===== config.mk =====
export PLATFORM = sky130hd
export DESIGN_NAME = text_to_integer_parser
export DESIGN_NICKNAME = d
export VERILOG_FILES = /design/src/hw/rtl/ttip_pkg.sv /design/src/hw/rtl/ttip_regs.sv /design/src/hw/rtl/ttip_ctrl.sv /design/src/hw/rtl/ttip_dp.sv /design/src/hw/rtl/text_to_integer_parser.sv
export SDC_FILE = /design/constraint.sdc
export NUM_CORES = 1
export LEC_CHECK = 0
export BUFFER_PORTS_ARGS = -buffer_cell sky130_fd_sc_hd__buf_2
export CAP_MARGIN = 20
export CORE_UTILIZATION = 57
export CTS_CLUSTER_DIAMETER = 120
export CTS_CLUSTER_SIZE = 14
export DETAILED_ROUTE_END_ITERATION = 16
export GPL_TIMING_DRIVEN = 0
export PLACE_DENSITY = 0.86
export SYNTH_ARGS = -nofsm -noshare
export SYNTH_HDL_FRONTEND = slang
export SYNTH_SLANG_ARGS = --single-unit

===== constraint.sdc =====
create_clock -name clk -period 6.5 [get_ports clk]
set_input_delay 0 -clock clk [delete_from_list [all_inputs] [get_ports clk]]
set_output_delay 0 -clock clk [all_outputs]
set_load 0.02 [all_outputs]

===== src/hw/rtl/ttip_pkg.sv =====
// Shared types, constants and character helpers for the text-to-integer parser.
// Used by every module of the block; depends on nothing else.

package ttip_pkg;

  // Default widths and fixed payload widths.
  localparam int WORD_BITS_DEF  = 64;
  localparam int COUNT_BITS_DEF = 16;
  localparam int CHAR_BITS      = 8;
  localparam int BASE_BITS      = 6;
  localparam int VALUE_BITS     = 64;
  localparam int CONSUMED_BITS  = 16;
  localparam int STATUS_BITS    = 2;

  // Configuration port geometry.
  localparam int PADDR_BITS     = 3;
  localparam int PDATA_BITS     = 32;

  // Register indexes, taken from the word address.
  localparam logic REG_NUMBER_BASE = 1'b0;
  localparam logic REG_SIGNED_MODE = 1'b1;

  // Radix values.
  localparam logic [BASE_BITS-1:0] BASE_AUTO  = 6'd0;
  localparam logic [BASE_BITS-1:0] BASE_ONE   = 6'd1;
  localparam logic [BASE_BITS-1:0] BASE_OCT   = 6'd8;
  localparam logic [BASE_BITS-1:0] BASE_DEC   = 6'd10;
  localparam logic [BASE_BITS-1:0] BASE_HEX   = 6'd16;
  localparam logic [BASE_BITS-1:0] BASE_MAX   = 6'd36;
  localparam logic [BASE_BITS-1:0] BASE_RESET = 6'd10;
  localparam logic [BASE_BITS-1:0] DIGIT_NONE = 6'd36;
  localparam logic [BASE_BITS-1:0] LETTER_OFS = 6'd10;

  // Result status codes.
  localparam logic [STATUS_BITS-1:0] ST_OK       = 2'd0;
  localparam logic [STATUS_BITS-1:0] ST_RANGE    = 2'd1;
  localparam logic [STATUS_BITS-1:0] ST_BAD_BASE = 2'd2;

  // Character codes.
  localparam logic [CHAR_BITS-1:0] CH_TAB   = 8'h09;
  localparam logic [CHAR_BITS-1:0] CH_CR    = 8'h0D;
  localparam logic [CHAR_BITS-1:0] CH_SPACE = 8'h20;
  localparam logic [CHAR_BITS-1:0] CH_PLUS  = 8'h2B;
  localparam logic [CHAR_BITS-1:0] CH_MINUS = 8'h2D;
  localparam logic [CHAR_BITS-1:0] CH_ZERO  = 8'h30;
  localparam logic [CHAR_BITS-1:0] CH_NINE  = 8'h39;
  localparam logic [CHAR_BITS-1:0] CH_UA    = 8'h41;
  localparam logic [CHAR_BITS-1:0] CH_UX    = 8'h58;
  localparam logic [CHAR_BITS-1:0] CH_UZ    = 8'h5A;
  localparam logic [CHAR_BITS-1:0] CH_LA    = 8'h61;
  localparam logic [CHAR_BITS-1:0] CH_LX    = 8'h78;
  localparam logic [CHAR_BITS-1:0] CH_LZ    = 8'h7A;

  // One input item.
  typedef struct packed {
    logic [CHAR_BITS-1:0] character;
    logic                 start_req;
  } ttip_in_t;

  // One result item.
  typedef struct packed {
    logic [VALUE_BITS-1:0]    value;
    logic [CONSUMED_BITS-1:0] consumed;
    logic [STATUS_BITS-1:0]   status;
  } ttip_out_t;

  // Commands from the controller to the datapath for one accepted item.
  typedef struct packed {
    logic                 step;          // an item is accepted this cycle
    logic                 start;         // clear the parse state first
    logic                 neg_wr;        // a sign character was taken
    logic                 neg_val;
    logic [1:0]           pos_inc;       // characters to add to the position
    logic                 digits_set;
    logic                 accum;         // multiply-add the digit
    logic [BASE_BITS-1:0] base_val;      // radix in force for this item
    logic                 emit;          // produce a result
    logic                 emit_bad;      // result is the invalid base report
    logic                 emit_nocount;  // no digits: report zero consumed
  } ttip_cmd_t;

  // Status from the datapath back to the controller.
  typedef struct packed {
    logic [BASE_BITS-1:0] base;
    logic                 digits;
  } ttip_stat_t;

  // Digit value of a character, or DIGIT_NONE when it is not a digit.
  function automatic logic [BASE_BITS-1:0] ttip_digit(input logic [CHAR_BITS-1:0] c);
    logic [BASE_BITS-1:0] d;
    d = DIGIT_NONE;
    if (c >= CH_ZERO && c <= CH_NINE) begin
      d = BASE_BITS'(c - CH_ZERO);
    end else if (c >= CH_LA && c <= CH_LZ) begin
      d = BASE_BITS'(c - CH_LA) + LETTER_OFS;
    end else if (c >= CH_UA && c <= CH_UZ) begin
      d = BASE_BITS'(c - CH_UA) + LETTER_OFS;
    end
    return d;
  endfunction

  // White space: space, tab, line feed, vertical tab, form feed, carriage return.
  function automatic logic ttip_is_space(input logic [CHAR_BITS-1:0] c);
    return (c == CH_SPACE) || (c >= CH_TAB && c <= CH_CR);
  endfunction

endpackage


===== src/hw/rtl/ttip_regs.sv =====
// Configuration registers of the parser behind an APB-style port.
// Depends on ttip_pkg.

module ttip_regs (
  input  logic                           clk,
  input  logic                           rst,
  input  logic                           psel,
  input  logic                           penable,
  input  logic                           pwrite,
  input  logic [ttip_pkg::PADDR_BITS-1:0] paddr,
  input  logic [ttip_pkg::PDATA_BITS-1:0] pwdata,
  output logic [ttip_pkg::PDATA_BITS-1:0] prdata,
  output logic                           pready,
  output logic [ttip_pkg::BASE_BITS-1:0]  number_base,
  output logic                           signed_mode
);
  import ttip_pkg::*;

  logic reg_index;
  logic wr_en;

  // Word index and write strobe.
  assign reg_index = paddr[PADDR_BITS-1];
  assign wr_en     = psel && penable && pwrite;
  assign pready    = 1'b1;

  // Register writes.
  always_ff @(posedge clk) begin
    if (rst) begin
      number_base <= BASE_RESET;
      signed_mode <= 1'b0;
    end else if (wr_en) begin
      unique case (reg_index)
        REG_NUMBER_BASE: number_base <= pwdata[BASE_BITS-1:0];
        REG_SIGNED_MODE: signed_mode <= pwdata[0];
        default: ;
      endcase
    end
  end

  // Read back.
  always_comb begin
    unique case (reg_index)
      REG_NUMBER_BASE: prdata = PDATA_BITS'(number_base);
      REG_SIGNED_MODE: prdata = PDATA_BITS'(signed_mode);
      default:         prdata = '0;
    endcase
  end

endmodule


===== src/hw/rtl/ttip_ctrl.sv =====
// Parse controller: tracks the phase of the current string and issues
// per-item commands to the datapath. Depends on ttip_pkg.

module ttip_ctrl (
  input  logic                           clk,
  input  logic                           rst,
  input  logic                           accept,
  input  logic [ttip_pkg::CHAR_BITS-1:0] character,
  input  logic                           start_req,
  input  logic [ttip_pkg::BASE_BITS-1:0] number_base,
  input  ttip_pkg::ttip_stat_t           stat,
  output ttip_pkg::ttip_cmd_t            cmd
);
  import ttip_pkg::*;

  typedef enum logic [2:0] {
    PH_IDLE,
    PH_LEAD,
    PH_FIRST,
    PH_ZERO,
    PH_XSEEN,
    PH_DIGITS,
    PH_DONE
  } phase_t;

  phase_t               phase;
  phase_t               phase_next;
  phase_t               ph;
  logic [BASE_BITS-1:0] base_cur;
  logic [BASE_BITS-1:0] eb_eff;
  logic [BASE_BITS-1:0] digit;
  logic [1:0]           pos_inc;
  logic                 digits_cur;
  logic                 base_bad;
  logic                 first_path;
  logic                 zero_path;
  logic                 go_digits;
  logic                 is_sign;
  logic                 is_x;

  // Phase register.
  always_ff @(posedge clk) begin
    if (rst) begin
      phase <= PH_IDLE;
    end else begin
      phase <= phase_next;
    end
  end

  // Decode one character against the current phase. A start request resets
  // the parse, so the start character is handled as the first one of the string.
  always_comb begin
    base_cur   = start_req ? number_base : stat.base;
    digits_cur = start_req ? 1'b0 : stat.digits;
    ph         = start_req ? PH_LEAD : phase;
    digit      = ttip_digit(character);
    base_bad   = (number_base == BASE_ONE) || (number_base > BASE_MAX);
    is_sign    = (character == CH_PLUS) || (character == CH_MINUS);
    is_x       = (character == CH_LX) || (character == CH_UX);
    eb_eff     = base_cur;
    phase_next = phase;
    cmd        = '0;
    pos_inc    = 2'd0;
    first_path = 1'b0;
    zero_path  = 1'b0;
    go_digits  = 1'b0;

    if (accept) begin
      cmd.step   = 1'b1;
      cmd.start  = start_req;
      phase_next = ph;
      if (start_req && base_bad) begin
        cmd.emit     = 1'b1;
        cmd.emit_bad = 1'b1;
        phase_next   = PH_DONE;
      end else begin
        unique case (ph)
          PH_LEAD: begin
            if (ttip_is_space(character)) begin
              pos_inc = 2'd1;
            end else if (is_sign) begin
              cmd.neg_wr  = 1'b1;
              cmd.neg_val = (character == CH_MINUS);
              pos_inc     = 2'd1;
              phase_next  = PH_FIRST;
            end else begin
              first_path = 1'b1;
            end
          end
          PH_FIRST:  first_path = 1'b1;
          PH_ZERO:   zero_path  = 1'b1;
          PH_XSEEN: begin
            if (digit < BASE_HEX) begin
              eb_eff    = BASE_HEX;
              pos_inc   = 2'd1;
              go_digits = 1'b1;
            end else begin
              // "0x" without a hex digit: the value is the zero already seen.
              cmd.emit   = 1'b1;
              phase_next = PH_DONE;
            end
          end
          PH_DIGITS: go_digits = 1'b1;
          default: ;
        endcase

        // First character after any sign: a leading zero may open a prefix.
        if (first_path) begin
          if ((base_cur == BASE_AUTO || base_cur == BASE_HEX) && character == CH_ZERO) begin
            cmd.digits_set = 1'b1;
            pos_inc        = 2'd1;
            phase_next     = PH_ZERO;
          end else begin
            if (base_cur == BASE_AUTO) begin
              eb_eff = BASE_DEC;
            end
            go_digits = 1'b1;
          end
        end

        // Character after a leading zero.
        if (zero_path) begin
          if (is_x) begin
            phase_next = PH_XSEEN;
          end else begin
            if (base_cur == BASE_AUTO) begin
              eb_eff = BASE_OCT;
            end
            go_digits = 1'b1;
          end
        end

        // Digit body: accumulate, or end the number.
        if (go_digits) begin
          if (digit < eb_eff) begin
            cmd.accum      = 1'b1;
            cmd.digits_set = 1'b1;
            pos_inc        = 2'(pos_inc + 2'd1);
            phase_next     = PH_DIGITS;
          end else begin
            cmd.emit         = 1'b1;
            cmd.emit_nocount = !digits_cur;
            phase_next       = PH_DONE;
          end
        end
      end
    end

    cmd.pos_inc  = pos_inc;
    cmd.base_val = eb_eff;
  end

endmodule


===== src/hw/rtl/ttip_dp.sv =====
// Parser datapath: accumulator with multiply-add and saturation, position
// counter, sign and radix state, result formatting and the output register.
// Depends on ttip_pkg.

module ttip_dp #(
  parameter int WORD_BITS  = ttip_pkg::WORD_BITS_DEF,
  parameter int COUNT_BITS = ttip_pkg::COUNT_BITS_DEF
) (
  input  logic                           clk,
  input  logic                           rst,
  input  logic [ttip_pkg::CHAR_BITS-1:0] character,
  input  logic                           signed_mode,
  input  ttip_pkg::ttip_cmd_t            cmd,
  output ttip_pkg::ttip_stat_t           stat,
  input  logic                           result_stall,
  output logic                           result_valid,
  output ttip_pkg::ttip_out_t            result_item
);
  import ttip_pkg::*;

  localparam int PROD_BITS = WORD_BITS + BASE_BITS;

  logic [WORD_BITS-1:0]   acc;
  logic [WORD_BITS-1:0]   acc_cur;
  logic [WORD_BITS-1:0]   acc_next;
  logic [WORD_BITS-1:0]   max_pos;
  logic [WORD_BITS-1:0]   max_neg;
  logic [WORD_BITS-1:0]   negated;
  logic [WORD_BITS-1:0]   emit_value;
  logic [PROD_BITS-1:0]   prod;
  logic                   prod_over;
  logic [BASE_BITS-1:0]   digit;
  logic [BASE_BITS-1:0]   base;
  logic                   ovf;
  logic                   ovf_cur;
  logic                   ovf_next;
  logic                   neg;
  logic                   neg_cur;
  logic                   neg_next;
  logic                   digits;
  logic                   digits_cur;
  logic [COUNT_BITS-1:0]  pos;
  logic [COUNT_BITS-1:0]  pos_cur;
  logic [COUNT_BITS-1:0]  pos_next;
  logic [COUNT_BITS:0]    pos_sum;
  logic                   too_big;
  logic [STATUS_BITS-1:0] emit_status;
  logic [COUNT_BITS-1:0]  emit_count;

  assign stat.base   = base;
  assign stat.digits = digits;

  // State as seen by this item: a start clears it first.
  assign acc_cur    = cmd.start ? '0 : acc;
  assign ovf_cur    = cmd.start ? 1'b0 : ovf;
  assign neg_cur    = cmd.start ? 1'b0 : neg;
  assign digits_cur = cmd.start ? 1'b0 : digits;
  assign pos_cur    = cmd.start ? '0 : pos;

  // Multiply-add; anything above the word means the value no longer fits.
  assign digit     = ttip_digit(character);
  assign prod      = PROD_BITS'(acc_cur) * PROD_BITS'(cmd.base_val) + PROD_BITS'(digit);
  assign prod_over = |prod[PROD_BITS-1:WORD_BITS];

  // Next accumulator and flags.
  always_comb begin
    acc_next = acc_cur;
    if (cmd.accum) begin
      if (prod_over) begin
        acc_next = '1;
      end else if (!ovf_cur) begin
        acc_next = prod[WORD_BITS-1:0];
      end
    end
    ovf_next = ovf_cur || (cmd.accum && prod_over);
    neg_next = cmd.neg_wr ? cmd.neg_val : neg_cur;
  end

  // Saturating position count.
  assign pos_sum  = {1'b0, pos_cur} + (COUNT_BITS + 1)'(cmd.pos_inc);
  assign pos_next = pos_sum[COUNT_BITS] ? '1 : pos_sum[COUNT_BITS-1:0];

  // Result formatting: clamp in signed mode, wrap negation otherwise.
  assign max_pos = {1'b0, {(WORD_BITS-1){1'b1}}};
  assign max_neg = ~max_pos;
  assign negated = '0 - acc_cur;
  assign too_big = neg_cur ? (acc_cur[WORD_BITS-1] && (|acc_cur[WORD_BITS-2:0]))
                           : acc_cur[WORD_BITS-1];

  always_comb begin
    emit_status = ST_OK;
    emit_value  = neg_cur ? negated : acc_cur;
    emit_count  = cmd.emit_nocount ? '0 : pos_cur;
    if (cmd.emit_bad) begin
      emit_status = ST_BAD_BASE;
      emit_value  = '0;
      emit_count  = '0;
    end else if (signed_mode) begin
      if (ovf_cur || too_big) begin
        emit_status = ST_RANGE;
        emit_value  = neg_cur ? max_neg : max_pos;
      end
    end else if (ovf_cur) begin
      emit_status = ST_RANGE;
      emit_value  = '1;
    end
  end

  // Parse state and output valid.
  always_ff @(posedge clk) begin
    if (rst) begin
      acc          <= '0;
      ovf          <= 1'b0;
      neg          <= 1'b0;
      digits       <= 1'b0;
      pos          <= '0;
      base         <= '0;
      result_valid <= 1'b0;
    end else begin
      if (cmd.step) begin
        acc    <= acc_next;
        ovf    <= ovf_next;
        neg    <= neg_next;
        digits <= digits_cur || cmd.digits_set;
        pos    <= pos_next;
        base   <= cmd.base_val;
      end
      if (cmd.emit) begin
        result_valid <= 1'b1;
      end else if (!result_stall) begin
        result_valid <= 1'b0;
      end
    end
  end

  // Result payload.
  always_ff @(posedge clk) begin
    if (cmd.emit) begin
      result_item.value    <= VALUE_BITS'(emit_value);
      result_item.consumed <= CONSUMED_BITS'(emit_count);
      result_item.status   <= emit_status;
    end
  end

endmodule


===== src/hw/rtl/text_to_integer_parser.sv =====
// Top level of the streaming text-to-integer parser: configuration registers,
// parse controller and datapath. Depends on ttip_pkg, ttip_regs, ttip_ctrl, ttip_dp.
//
//   Channel  | Direction | Handshake              | Payload
//   ---------+-----------+------------------------+------------------------------
//   char     | in        | char_valid/char_stall  | char_item: character, start_req
//   result   | out       | result_valid/stall     | result_item: value, consumed, status
//   config   | in        | psel/penable/pready    | paddr, pwdata, prdata
//
// One character is taken per cycle unless stalled; each digit passes the datapath's
// WORD_BITS x 6 multiply-add and overflow check in the cycle it is accepted.
// A result is registered and shows in the cycle after the character that ends the number.
// The character channel stalls only while a result waits and the result side stalls.
// Synchronous reset sets the radix register to 10 and unsigned mode, and idles the parse.

module text_to_integer_parser #(
  parameter int WORD_BITS  = ttip_pkg::WORD_BITS_DEF,
  parameter int COUNT_BITS = ttip_pkg::COUNT_BITS_DEF
) (
  input  logic                            clk,
  input  logic                            rst,
  input  logic                            char_valid,
  output logic                            char_stall,
  input  ttip_pkg::ttip_in_t              char_item,
  output logic                            result_valid,
  input  logic                            result_stall,
  output ttip_pkg::ttip_out_t             result_item,
  input  logic                            psel,
  input  logic                            penable,
  input  logic                            pwrite,
  input  logic [ttip_pkg::PADDR_BITS-1:0] paddr,
  input  logic [ttip_pkg::PDATA_BITS-1:0] pwdata,
  output logic [ttip_pkg::PDATA_BITS-1:0] prdata,
  output logic                            pready
);
  import ttip_pkg::*;

  logic [BASE_BITS-1:0] number_base;
  logic                 signed_mode;
  logic                 accept;
  ttip_cmd_t            cmd;
  ttip_stat_t           stat;

  // Hold off new items only while a finished result cannot leave.
  assign char_stall = result_valid && result_stall;
  assign accept     = char_valid && !char_stall;

  ttip_regs u_regs (
    .clk         (clk),
    .rst         (rst),
    .psel        (psel),
    .penable     (penable),
    .pwrite      (pwrite),
    .paddr       (paddr),
    .pwdata      (pwdata),
    .prdata      (prdata),
    .pready      (pready),
    .number_base (number_base),
    .signed_mode (signed_mode)
  );

  ttip_ctrl u_ctrl (
    .clk         (clk),
    .rst         (rst),
    .accept      (accept),
    .character   (char_item.character),
    .start_req   (char_item.start_req),
    .number_base (number_base),
    .stat        (stat),
    .cmd         (cmd)
  );

  ttip_dp #(
    .WORD_BITS  (WORD_BITS),
    .COUNT_BITS (COUNT_BITS)
  ) u_dp (
    .clk          (clk),
    .rst          (rst),
    .character    (char_item.character),
    .signed_mode  (signed_mode),
    .cmd          (cmd),
    .stat         (stat),
    .result_stall (result_stall),
    .result_valid (result_valid),
    .result_item  (result_item)
  );

endmodule


==> results.py <==
metrics = {
    "sta": {
        "fin_setup_tns_ns": -60.63,
        "relSlewSlack_pct": 27.9,
        "fin_ws_ns": -1.05,
        "rsz0062_at_grt": "true",
        "whs_ns": 0.0789,
        "skew_ns": 0.0212,
        "fmax_mhz": 132,
        "setup_viol": 65,
        "period_share_pct": 116,
        "worst_pin_slew_ns": 1.08,
        "fin_crit_ns": 7.55,
        "drv_slew": 0,
        "finalHoldViolCount": 0,
    },
    "global_routing": {
        "met3_usage_pct": 8.12,
        "grtUsageMet2_pct": 63.6,
        "grt_use_met1_pct": 50.1,
        "gr-max-usage-layer": "met2",
        "gr-usage-all-layers_pct": 39.9,
        "grt_pass1_vias": 22700,
        "grt_max_degree": 40,
        "grt-ovfl-total": 0,
        "grt_pass1_wl_um": 127000,
        "antenna_found_initial": 3,
    },
    "drt": {
        "routedWlPerCell_um": 23.5,
        "dr.pass1.iters": 7,
        "vias_per_cell": 6.56,
        "antenna_left": 0,
        "vias": 23300,
        "wl_um": 83300,
        "drc": 0,
        "drtIter0Drc": 2724,
    },
    "yosys": {
        "synth_area_leaders": "fa_1 (22%), edfxtp_1 (11%), ha_1 (8.8%), dfxtp_1 (8.7%), nor2_1 (8.6%)",
        "netlist.area_leader.share_pct": 21.9,
        "synthArstFlopShare_pct": 0,
        "syn_area_mm2": 0.0231,
        "synth_cells": 2771,
        "synth-edff-count": 82,
        "yosysMostFrequentCell": "nor2_1",
        "ys.flop_type": "dfxtp_1",
        "seq_area_frac_synth_pct": 19.3,
        "yosys_warnings": 0,
        "synth-seq-cells": 182,
        "synth_top_area_cell": "fa_1",
        "synth_cell_types": 94,
        "postSynthAreaPerCell_um2": 8.34,
        "synth_common_cells": "nor2_1 (530), nand2_1 (281), fa_1 (253)",
    },
    "die": {
        "die-height_um": 203,
        "dieArea_mm2": 0.0413,
        "core_mm2": 0.0398,
        "initial_utilization_pct": 58.0,
        "io_pins": 168,
        "row_count": 73,
        "die_w_um": 203,
    },
    "cells_and_area": {
        "syn_to_final_growth_pct": 17.6,
        "fin_nets": 3471,
        "drive_above_1_share_pct": 18.3,
    },
    "power": {
        "cellLeakagePower_uw": 0.0123,
        "totalPowerFinal_uw": 3350,
        "peakVddDrop_mv": 0.194,
        "power.density_mw_per_mm2": 123,
    },
    "critical_path": {
        "critPathTopFamily": "adder cells",
        "required_ns": 6.80,
        "end_kind": "flop",
        "crit_buf_inv": 8,
        "cp-start-kind": "flop",
        "worstPathArrival_ns": 7.85,
        "critPathKind": "flop to flop",
        "critPathMaxFanout": 7,
        "critPathSlowestCell": "fa_1",
        "cpPeakStageDelay_ns": 0.56,
    },
    "run_status": {
        "violations": "negative setup slack",
        "status": "complete, but fails checks",
    },
    "clock_network": {
        "tritoncts": "built",
        "htreeDepth": 4,
        "clock_sink_count": 182,
        "cts_buffer_depth": 2,
        "clk_latency_ns": 0.48,
        "numCtsBuffers": 17,
        "root_buffer": "clkbuf_16",
        "clk_pin_slew_ns": 0.08,
    },
    "place": {
        "place_congestion": 1.01,
        "hpwl_um": 62900,
        "port_buffers": 110,
    },
    "worst_hold_path": {
        "hold_path_class": "primary input to flop",
    },
    "job": {
        "drv_cap": 0,
    },
}
-- power breakdown --
group / internal (uW) / total, uW / switching, uW
clock: 519 / 1070 / 556
sequential: 1270 / 1320 / 54.8
combinational: 325 / 953 / 628
total: 2110 / 3350 / 1240
-- kinds of logic after synthesis --
kind of cell,count (synthesis),share of synthesized area [%]
AND/OR/NAND/NOR,1072,20.2
AO/OA/AOI/OAI,671,18.7
adder cells (fa/ha/maj),416,30.7
buffers and inverters,286,5.46
flip-flops,182,19.3
XOR/XNOR,124,4.70
multiplexers,18,0.812
other,2,0.0325
-- routing by layer --
metal	part of all wire, %	wire length, um
met5	0.030	25
met1	37	30700
met4	6.2	5200
met3	11	9140
met2	46	38300
-- state kept, by name, summed over array words and instances (netlist names) --
register / count
u_dp.neg: 1
u_dp.result_valid: 1
u_regs.number_base: 6
u_dp.digits: 1
u_dp.pos: 16
u_dp.result_item: 82
u_dp.acc: 64
u_ctrl.phase: 3
u_dp.ovf: 1
u_regs.signed_mode: 1
u_dp.base: 6
-- cell usage in the layout (no fill, tap or decap), drive strengths merged, types with 27 or more instances in the layout --
master,instances
a21oi,222
fa,253
dfxtp,100
xor2,77
conb,27
inv,90
a211oi,77
nor3,49
a31oi,32
nand3,39
nand2,281
nor2,535
edfxtp,82
nor2b,30
ha,163
clkbuf,128
xnor2,47
buf,267
o21ai,140
-- metrics by stage --
step	setup slack (ns)	utilization, %	instance area (um^2)	cells
6_report	-1.05	68.2	27200	3545
5_1_grt	-1.22	68.2	27200	3543
4_1_cts	-0.831	65.7	26200	3501
3_5_place_dp	-2.71	62.3	24800	3433
3_3_place_gp	-2.82	62.1	24700	3431
2_1_floorplan	-0.333	-	23500	2796
-- final timing paths --
check	start	to	slack, ns	depth (start not counted)
worst min-delay path	penable	u_regs.number_base[1]$_SDFFE_PP1P_	0.08	5
worst max-delay path	u_dp.base[5]$_SDFFE_PP0P_	u_dp.acc[53]$_SDFFE_PP0P_	-1.05	33
worst max register to register	u_dp.base[5]$_SDFFE_PP0P_	u_dp.acc[53]$_SDFFE_PP0P_	-1.05	33
worst min register to register	u_dp.base[0]$_SDFFE_PP0P_	u_dp.base[0]$_SDFFE_PP0P_	0.54	2
-- worst min-delay path, cell delays in order --
cell and delay, ns:
buf_2 0.10, nand3_1 0.06, nor2_1 0.14, mux2i_1 0.16
nand2_1 0.06
-- timing repair --
action,4_1_cts,5_1_grt
endpoints found under the hold margin,8,0
setup buffers,28,41
hold buffers,9,0
resized for setup,107,160
pin swaps,30,61
endpoints found under the setup margin,77,77
gates cloned,2,4
-- final cells by class --
| type | count | area (um^2) |
|---|---|---|
| Inverter | 87 | 334 |
| Timing Repair Buffer | 196 | 1400 |
| Multi-Input combinational cell | 2328 | 18500 |
| Buffer | 192 | 1210 |
| Tap cell | 525 | 657 |
| Antenna cell | 3 | 7.51 |
| Fill cell | 3086 | 12700 |
| Clock inverter | 15 | 183 |
| Clock buffer | 17 | 425 |
| Sequential cell | 182 | 4490 |
No activity file was read; power rests on OpenSTA's default activity.
